## config.mk

```make
export PLATFORM = sky130hd
export DESIGN_NAME = irt_match
export DESIGN_NICKNAME = d
export VERILOG_FILES = /design/src/sv/irt_pkg.sv /design/src/sv/irt_match.sv
export SDC_FILE = /design/constraint.sdc
export NUM_CORES = 1
export LEC_CHECK = 0
export BUFFER_PORTS_ARGS = -buffer_cell sky130_fd_sc_hd__buf_2
export CAP_MARGIN = 20
export CORE_MARGIN = 5
export CORE_UTILIZATION = 37
export CTS_CLUSTER_DIAMETER = 150
export DETAILED_ROUTE_END_ITERATION = 6
export PLACE_DENSITY_LB_ADDON = 0.3
export SLEW_MARGIN = 15
export SYNTH_ARGS = -nofsm -noshare
export SYNTH_HDL_FRONTEND = slang
export SYNTH_SLANG_ARGS = --single-unit
```

## constraint.sdc

```tcl
create_clock -name clk -period 6.7 [get_ports clk]
set_input_delay 1.675 -clock clk [delete_from_list [all_inputs] [get_ports clk]]
set_output_delay 1.675 -clock clk [all_outputs]
set_load 0.05 [all_outputs]
```

## src/sv/irt_pkg.sv

```systemverilog
// Shared types and codes for the inode reference-count table.
package irt_pkg;

  // Request codes
  localparam logic [1:0] OP_GET     = 2'd0;
  localparam logic [1:0] OP_GET_REF = 2'd1;
  localparam logic [1:0] OP_UNLINK  = 2'd2;
  localparam logic [1:0] OP_RELEASE = 2'd3;

  // Result status codes
  localparam logic [1:0] ST_OK    = 2'd0;
  localparam logic [1:0] ST_FULL  = 2'd1;
  localparam logic [1:0] ST_UNDER = 2'd2;
  localparam logic [1:0] ST_OVER  = 2'd3;

  localparam int KEY_W = 64;
  localparam int CNT_W = 32;
  localparam logic [CNT_W-1:0] COUNT_MAX = '1;

  // One stored table entry
  typedef struct packed {
    logic             valid;
    logic             unlinked;
    logic [CNT_W-1:0] count;
    logic [KEY_W-1:0] key;
  } entry_t;

  // Outcome of the key scan
  typedef struct packed {
    logic done;
    logic hit;
    logic free_found;
  } scan_res_t;

endpackage

```

## src/sv/irt_match.sv

```systemverilog
// Shared key comparator: walks entries one per cycle, tracks hit and first free slot.
module irt_match #(
  parameter int DEPTH = 64,
  parameter int AW    = 6
) (
  input  logic                        clk,
  input  logic                        rst_n,
  input  logic                        start,
  input  logic                        vld,
  input  logic [AW-1:0]               idx,
  input  irt_pkg::entry_t             data,
  input  logic [irt_pkg::KEY_W-1:0]   key,
  output irt_pkg::scan_res_t          res,
  output logic [AW-1:0]               hit_idx,
  output logic [AW-1:0]               free_idx,
  output irt_pkg::entry_t             hit_ent
);

  localparam logic [AW-1:0] LAST = AW'(DEPTH - 1);

  logic            done_r;
  logic            hit_r;
  logic            free_r;
  logic [AW-1:0]   hit_idx_r;
  logic [AW-1:0]   free_idx_r;
  irt_pkg::entry_t hit_ent_r;
  logic            key_eq;

  // One compare per cycle
  assign key_eq = data.valid && (data.key == key);

  // Track scan outcome; freeze once done
  always_ff @(posedge clk) begin
    if (!rst_n) begin
      done_r <= 1'b0;
      hit_r  <= 1'b0;
      free_r <= 1'b0;
    end else if (start) begin
      done_r <= 1'b0;
      hit_r  <= 1'b0;
      free_r <= 1'b0;
    end else if (vld && !done_r) begin
      if (key_eq) begin
        hit_r     <= 1'b1;
        done_r    <= 1'b1;
        hit_idx_r <= idx;
        hit_ent_r <= data;
      end else begin
        if (!data.valid && !free_r) begin
          free_r     <= 1'b1;
          free_idx_r <= idx;
        end
        if (idx == LAST) begin
          done_r <= 1'b1;
        end
      end
    end
  end

  assign res.done       = done_r;
  assign res.hit        = hit_r;
  assign res.free_found = free_r;
  assign hit_idx        = hit_idx_r;
  assign free_idx       = free_idx_r;
  assign hit_ent        = hit_ent_r;

endmodule

```

; After elaboration in Yosys (flattened, before gate mapping)
; Index checks and enable logic that the tools add are counted.
[word_totals]
wordCells = 29
ff_bits = 113
out_inout_bits = 113
in_bits = 172
[classes]
reduce_logical = 13
n_eq_ne = 2
muxes = 2
bitwise_logic = 3
[op_table]
columns = operator, count
row1 = == test 64 bit, 1
row2 = == test 6 bit (second input constant), 1
row3 = AND reduction 5 bit, 1
row4 = AND reduction 2 bit, 2
row5 = AND reduction 4 bit, 1
row6 = logical AND 1 bit, 3
row7 = zero test 1 bit, 3
row8 = inverter 1 bit, 3
row9 = AND reduction 3 bit, 1
row10 = two-way mux 1 bit, 2
row11 = nonzero test 2 bit, 1
row12 = OR reduction 2 bit, 1

; Logic depth before layout (Yosys ltp)
; Gate-level depths: netlist of run 1.
[depth]
word_depth = 4
ltp_mapped = 5
depth_no_buf = 5

; Worst setup path after synthesis of run 1
; OpenSTA, ideal clock, no wires.
[synth_timing]
path_type = input-to-reg
startpoint = input port key[23] in the netlist's numbering
endpoint = register hit_ent_r, in the netlist hit_ent[0], enable pin
required_ns = 6.132
arrival_ns = 6.677
path_slack_ns = -0.545
path_stages = 5
path_buffers = 0
setup_time_ns = 0.568
cell_sequence = xnor2_1 > nand4_1 > nor4_2 > nand3_1 > nor2_1
[synth_between]
elab_chain_cells = 3
[synth_rtl]
columns = item, line_no
row1 = from (decl), irt_match.sv:12  ; input logic [irt_pkg::KEY_W-1:0] key,
row2 = == test 64 bit, irt_match.sv:30  ; assign key_eq = data.valid && (data.key == key);
row3 = logical AND 1 bit, irt_match.sv:30
row4 = AND reduction 4 bit (no source line), -
row5 = to (signal assigned), irt_match.sv:47  ; hit_ent_r <= data;
row6 = to (decl), irt_match.sv:26  ; irt_pkg::entry_t hit_ent_r;
; Every way passes these cells.
; A chain may end at the register's enable or synchronous reset.

; Worst setup path after layout of run 1
[layout_timing]
startpoint = input port data[10] in the netlist's numbering
endpoint = register hit_ent_r, in the netlist hit_ent[25], enable pin
[layout_between]
elab_chain_cells = 3
[layout_rtl]
columns = item, line_no
row1 = from (decl), irt_match.sv:11  ; input irt_pkg::entry_t data,
row2 = == test 64 bit, irt_match.sv:30
row3 = logical AND 1 bit, irt_match.sv:30
row4 = AND reduction 4 bit (no source line), -
; Every way passes these cells.

==> results by group, run 1 <==
Run status
  – Run status: completed

Synth
  – Mapped Nets: 388
  – Sequential share of the synthesized area: approximately 80%
  – Yosys warnings: 0
  – Unique masters post-synth: 19
  – Mean Syn Cell Area: 19.3 um^2
  – Syn Std Cell Area: 0.00416 mm^2
  – Flops & latches, synth: 113
  – Post-synthesis cell count: 216

Routing
  – Drt pass-1 iters: 4
  – Wire per inst: roughly 17 um
  – Detailed Route Iter0 Violations: around 120
  – Remaining antenna violation count: 0
  – Via count: 3009
  – DRC: 0
  – Via density: approximately 4.5
  – Drt total wl: 11.5 mm

GRT
  – Grt total ovfl: 0
  – Initial antenna violation count: 1
  – First-pass GRT wire length: between 15 and 20 mm
  – GRT Total Usage: 16.5%
  – Largest net degree at the start of global routing: 54
  – Vias in the first global route: between 3000 and 4000

Final layout
  – Final instance area: 0.00634 mm^2
  – Layout area overhead: 52.4%
  – # diodes: 0
  – Layout cells sized above 1: about three fifths
  – Layout fillers: 910
  – Nets: 691

Floorplan
  – Die ar.: 0.0135 mm^2
  – Die Ht: 116 um
  – Row count: 38
  – Die W: 116 um
  – Top Ports: approximately 290
  – Core Footprint: 0.0109 mm^2
  – Initial Util: 38.1%

Clock tree
  – Clock-pin slew on the worst setup and hold paths: 50 ps
  – Sink Count: 113
  – H-tree lvl count: 4
  – CTS tree: yes
  – Post-cts gate resize count: 0
  – Postcts setup bufs: 0
  – Max clock buf depth: 2
  – CTS Buf Count: 17
  – # hold bufs at CTS: 0
  – Clock latency at the later pin of the worst-skew pair: 400 ps
  – Clk root buf: clkbuf_16

Setup path
  – Crit Reg-Reg Endpoint: hit_ent[25]
  – CP Launch Type: input pin
  – Crit Path Class: input pin to flop
  – R2R cell count: 7
  – Worst Path Max Fanout: 53
  – Worst R2R Start: done_r
  – CP endpoint kind: flop
  – Data required, critical path: about 6700 ps
  – Arr. time, crit path: 4230 ps
  – Reg-to-reg slack, setup: 3840 ps

Timing
  – Tcrit/Tclk final: a little over three fifths
  – Max Clk Rate: 238 MHz
  – Fin. Hold Viols: 0
  – RSZ-0062 raised after global routing: false
  – Post-route minimum period: about 4200 ps
  – Least-Margin Pin Slew: ~660 ps
  – Pins Over Slew Limit: 0
  – Setup TNS Final: 0 ps
  – Post-Route Skew: approximately 6.5 ps
  – Setup Viol. Count Final: 0
  – Slew margin rel.: 55.9%

Power and ir drop
  – Max VDD drop: 0.147 mV
  – NetSw: 0.000341 W
  – Pwr per Cell Area: between 200 and 300 mW/mm^2
  – Switching part of the total: about a fifth
  – Logic pwr share: 6.2%
  – Internal power: 0.00142 W
  – Leak pwr: 2.60 nW
  – Clock Power Share: approximately half
  – Flop pwr share: between 40% and 50%

Placed design
  – Port bufs: 284
  – Area post-placement: 0.00577 mm^2
  – Routability Congestion: about 0.8

Min path
  – Hold path depth: 2
  – Hold wc startpoint: hit_r
  – Worst hold endpoint: hit_r
  – Class of the worst hold path: flop to flop

Flow run
  – Max_cap viols: 0
-- per-stage QoR --
stage | hold WS [ps] | util, % | total power, W | worst slack, ps | instances
2_1_floorplan | 429 | - | 0.000832 | 1200 | 216
3_3_place_gp | 472 | 52.7 | 0.000898 | 1960 | 640
3_5_place_dp | 459 | 52.7 | 0.000901 | 1950 | 640
4_1_cts | 466 | 58.0 | 0.00178 | 2370 | 672
5_1_grt | 485 | 58.0 | 0.00182 | 2190 | 672
6_report | 463 | 58.0 | 0.00176 | 2500 | 672
-- state kept, by name (all words and copies together) (netlist names) --
register / cells
free_r: 1
done_r: 1
hit_ent: 98
hit_r: 1
free_idx: 6
hit_idx: 6
-- cells by family (layout without fill, tap and decap cells) --
group | count (synthesis) | after routing | synth area share [%]
AO/OA/AOI/OAI | 4 | 4 | 0.541
XOR/XNOR | 64 | 64 | 13.5
buffers and inverters | 3 | 319 | 0.541
AND/OR/NAND/NOR | 32 | 32 | 4.69
flip-flops | 113 | 113 | 80.8
-- cell usage in the layout, fill, tap and decap left out, types with 2 or more instances in the layout --
| cell | instances |
|---|---|
| buf_4 | 3 |
| clkinvlp_4 | 3 |
| edfxtp_1 | 110 |
| o21ai_1 | 2 |
| clkinv_1 | 3 |
| nand4_1 | 15 |
| dfxtp_1 | 3 |
| clkbuf_16 | 17 |
| clkbuf_1 | 2 |
| bufinv_16 | 3 |
| buf_2 | 284 |
| clkinv_2 | 4 |
| nand3_1 | 3 |
| nor2_1 | 2 |
| xor2_1 | 8 |
| nor4_1 | 4 |
| xnor2_1 | 56 |
-- metal layers --
| layer | global-route usage, % | share of wire (%) | up-vias |
|---|---|---|---|
| li1 | - | - | 1433 |
| met1 | 17.6 | 35 | 1371 |
| met2 | 28.6 | 51 | 187 |
| met3 | 7.94 | 13 | 16 |
| met4 | 5.80 | 1.3 | 2 |
| met5 | 0 | 0.17 | - |
-- worst max-delay path: stages --
cell and delay [ps]:
buf_2 120, xnor2_1 150, nand4_1 120, nor4_1 460
nand3_1 300, nor2_4 160, buf_4 550, buf_4 650
-- cell type report --
cell class,instances,area [um^2],share of cell area [%]
timing repair buffer,287,1440,22.8
clock buffer,19,433,6.82
multi-input combinational,100,786,12.4
tap,140,175,2.76
sequential,113,3360,53.0
clock inverter,13,144,2.27
-- Yosys cell counts --
cell type / count / area, um^2
buf_4: 3 / 22.5
dfxtp_1: 3 / 60.1
edfxtp_1: 110 / 3300
nand2_1: 1 / 3.75
nand2b_1: 1 / 6.26
nand3_1: 3 / 15.0
nand3b_1: 1 / 7.51
nand4_1: 15 / 93.8
nor2_1: 3 / 11.3
nor2b_1: 1 / 6.26
nor3_1: 1 / 5.00
nor4_1: 4 / 25.0
nor4_2: 1 / 12.5
nor4b_1: 1 / 8.76
o21a_1: 1 / 7.51
o21ai_0: 1 / 5.00
o21ai_1: 2 / 10.0
xnor2_1: 56 / 490
xor2_1: 8 / 70.1
-- power groups by stage --
stage	registers, W	clock network (W)	logic, W
floorplan	0.000793	0	0.0000385
global placement	0.000791	0	0.000107
detailed placement	0.000791	0	0.000110
CTS	0.000777	0.000889	0.000111
global route	0.000776	0.000923	0.000120
finish	0.000777	0.000871	0.000109
-- worst max path at each step --
stage                   from          end  slack [ps]  depth (start not counted)
detailed placement    key[8]  hit_ent[45]        1950                          8
floorplan            key[23]   hit_ent[0]        1200                          5
global route        data[33]  hit_ent[32]        2190                          8
global placement    data[10]   hit_ent[9]        1960                          8
CTS                   key[8]  hit_ent[25]        2370                          8
finish              data[10]  hit_ent[25]        2500                          8
No activity file was read; power rests on OpenSTA's default activity.
==> inputs of run 2 (changes only) <==
Settings changed: CORE_UTILIZATION 37 to 41.
Clock period 6.7 ns to 3.97 ns, I/O delays scaled along.
==> run 2 against run 1 <==
Combinational power rose by 72%. Worst hold slack improved by 26 ps. Sequential power rose by 69%. Clock skew fell by 0.66 ps. Sequential share of layout area fell by 0.73 points. First-iteration DRC count rose by 35%. Clock power rose by 79%. Core utilization rose by 7.5 points. Final area rose by 1.4%. Routed wire length rose by 0.98%. Largest cell class unchanged. Largest power group unchanged. Highest routed layer is now met4.
==> results by group, run 2 (same netlist as run 1, synthesis figures left out) <==
Setup path
  – CP Launch Type: input pin
  – Worst-path cell chain: buf_2, xnor2_1, nand4_1, nor4_1, nand3_1, nor2_4, buf_12
  – Delay-heaviest family, CP: simple AND/OR/NAND/NOR gates
  – Data required, critical path: 4160 ps (-2570 ps)
  – CP max stage delay: 490 ps (-160 ps)
  – CP endpoint kind: flop
  – Crit Path Class: input pin to flop
  – Worst Path Max Fanout: 34 (-36%)
  – Arr. time, crit path: 2860 ps (-1370 ps)
  – Crit-path slowest cell: nor2_4
  – Buffers & Inverters on Critical Path: 2 (-1)

Placed design
  – Area post-placement: 0.00582 mm^2 (+0.89%)
  – DP HPWL: around 9.4 mm
  – Routability Congestion: 0.800 (+0.41%)
  – Post-place setup slack: 628 ps (-1330 ps)
  – Port bufs: 284 (unchanged)
  – Post-Place Cells: 636 (-0.63%)

Flow run
  – Max_cap viols: 0 (unchanged)

Clock tree
  – Post-cts gate resize count: 0 (unchanged)
  – H-tree lvl count: 4 (unchanged)
  – Max clock buf depth: 2 (unchanged)
  – # hold bufs at CTS: 0 (unchanged)
  – Sink Count: 113 (unchanged)
  – CTS Buf Count: 17 (unchanged)
  – Clock latency at the later pin of the worst-skew pair: 510 ps (+110 ps)
  – CTS tree: yes
  – Postcts setup bufs: 0 (unchanged)
  – Clk root buf: clkbuf_8
  – Clock-pin slew on the worst setup and hold paths: 50 ps (about the same)

Power and ir drop
  – Switching part of the total: 18.6% (-0.80 points)
  – Clock Power Share: 51.0% (+1.4 points)
  – Pwr per Cell Area: 476 mW/mm^2 (+72%)
  – Logic pwr share: 6.1% (about the same)
  – Max VDD drop: 0.265 mV (+81%)
  – Internal power: 0.00249 W (+76%)
  – Flop pwr share: 42.8% (-1.4 points)
  – NetSw: 0.000570 W (+67%)
  – Leak pwr: 2.65 nW (+1.7%)

Timing
  – Fin. Hold Viols: 0 (unchanged)
  – Setup Viol. Count Final: 0 (unchanged)
  – Setup TNS Final: 0 ps (unchanged)
  – Tcrit/Tclk final: 67.3%
  – Least-Margin Pin Slew: 508 ps (-153 ps)
  – Pins Over Slew Limit: 0 (unchanged)
  – Min setup slack post-route: 1300 ps (-1200 ps)
  – Post-route minimum period: 2670 ps
  – Max Clk Rate: 374 MHz
  – Post-Route Skew: 5.80 ps (-0.656 ps)
  – Slew margin rel.: 66.0% (+10 points)
  – RSZ-0062 raised after global routing: false

GRT
  – Largest net degree at the start of global routing: 35 (-35%)
  – Grt total ovfl: 0 (unchanged)
  – Initial antenna violation count: 0 (-1)
  – Vias in the first global route: 3300 (+4.2%)
  – First-pass GRT wire length: 17.6 mm (+8.2%)
  – GRT Total Usage: 18.8% (+2.2 points)

Floorplan
  – Die W: 111 um (-4.6%)
  – Die ar.: 0.0123 mm^2 (-8.9%)
  – Die Ht: 111 um (-4.6%)
  – Core Footprint: 0.00982 mm^2 (-10%)
  – Top Ports: 285 (unchanged)
  – Initial Util: 42.4% (+4.3 points)
  – Row count: 36 (-5.3%)

Final layout
  – Commonest non-fill, non-tap cells in the layout: buf_2, edfxtp_1, xnor2_1
  – Nets: 694 (+0.43%)
  – Layout area overhead: 54.5%
  – Non-Filler Instances: 668 (-0.60%)
  – Layout fillers: 759 (-17%)
  – Final instance area: 0.00643 mm^2 (+1.4%)
  – # diodes: 0 (unchanged)
  – Commonest non-fill, non-tap cell in the layout: buf_2
  – Layout cells sized above 1: 59.8% (+0.41 points)
  – Max reg flops: 98 (unchanged)

Routing
  – Wire per inst: 17.4 um (+1.6%)
  – Via count: 3032 (+0.76%)
  – Drt total wl: 11.6 mm (+0.98%)
  – Via density: 4.54 (+1.4%)
  – Remaining antenna violation count: 0 (unchanged)
  – Detailed Route Iter0 Violations: 157 (+35%)
  – Drt pass-1 iters: 4 (unchanged)
  – DRC: 0 (unchanged)

Min path
  – Class of the worst hold path: flop to flop

Run status
  – Run status: completed
[run 2: changes by cell type in the layout (fill, tap and decap cells not counted), sizes merged]
cell	before	now
clkinv	7	5
clkinvlp	3	2
bufinv	3	5
buf	287	290
clkbuf	19	20
[run 2: layout make-up]
cell class,instances,area (um^2),share of cell area (%)
Sequential cell,113,3360,52.3
Timing Repair Buffer,290,1500,23.4
Multi-Input combinational cell,100,786,12.2
Clock buffer,20,425,6.61
Clock inverter,12,189,2.94
Tap cell,133,166,2.59
[run 2: path summary, 6_finish.rpt]
check | cells after the start | to | start | slack (ps)
max | 7 | hit_idx[1] | key[19] | 1300
min | 2 | hit_r | hit_r | 490
max reg2reg | 6 | hit_idx[1] | done_r | 1830
min reg2reg | 2 | hit_r | hit_r | 490
[run 2: power by group through the flow]
stage | logic, W | clock network, W | registers [W]
floorplan | 0.0000650 | 0 | 0.00134
global placement | 0.000182 | 0 | 0.00133
detailed placement | 0.000187 | 0 | 0.00133
CTS | 0.000188 | 0.00159 | 0.00131
global route | 0.000205 | 0.00166 | 0.00131
finish | 0.000187 | 0.00156 | 0.00131
[run 2: tightest hold or removal path, cell delays in order (launching register included)]
cell	delay [ps]
dfxtp_1	320
nand2_1	50
o21ai_1	60
[run 2: layer usage]
metal / track usage, % / vias up / wire, um
met3: 8.52 / 20 / 1230
li1: - / 1436 / -
met1: 19.1 / 1390 / 3980
met4: 8.13 / 0 / 251
met5: 0 / - / 0
met2: 33.0 / 186 / 6140
[run 2: per-stage QoR]
step | total power [W] | hold WS (ps) | utilization [%]
floorplan | 0.00140 | 430 | -
global placement | 0.00152 | 463 | 59.3
detailed placement | 0.00152 | 474 | 59.3
CTS | 0.00309 | 481 | 65.5
global route | 0.00317 | 538 | 65.5
finish | 0.00306 | 489 | 65.5
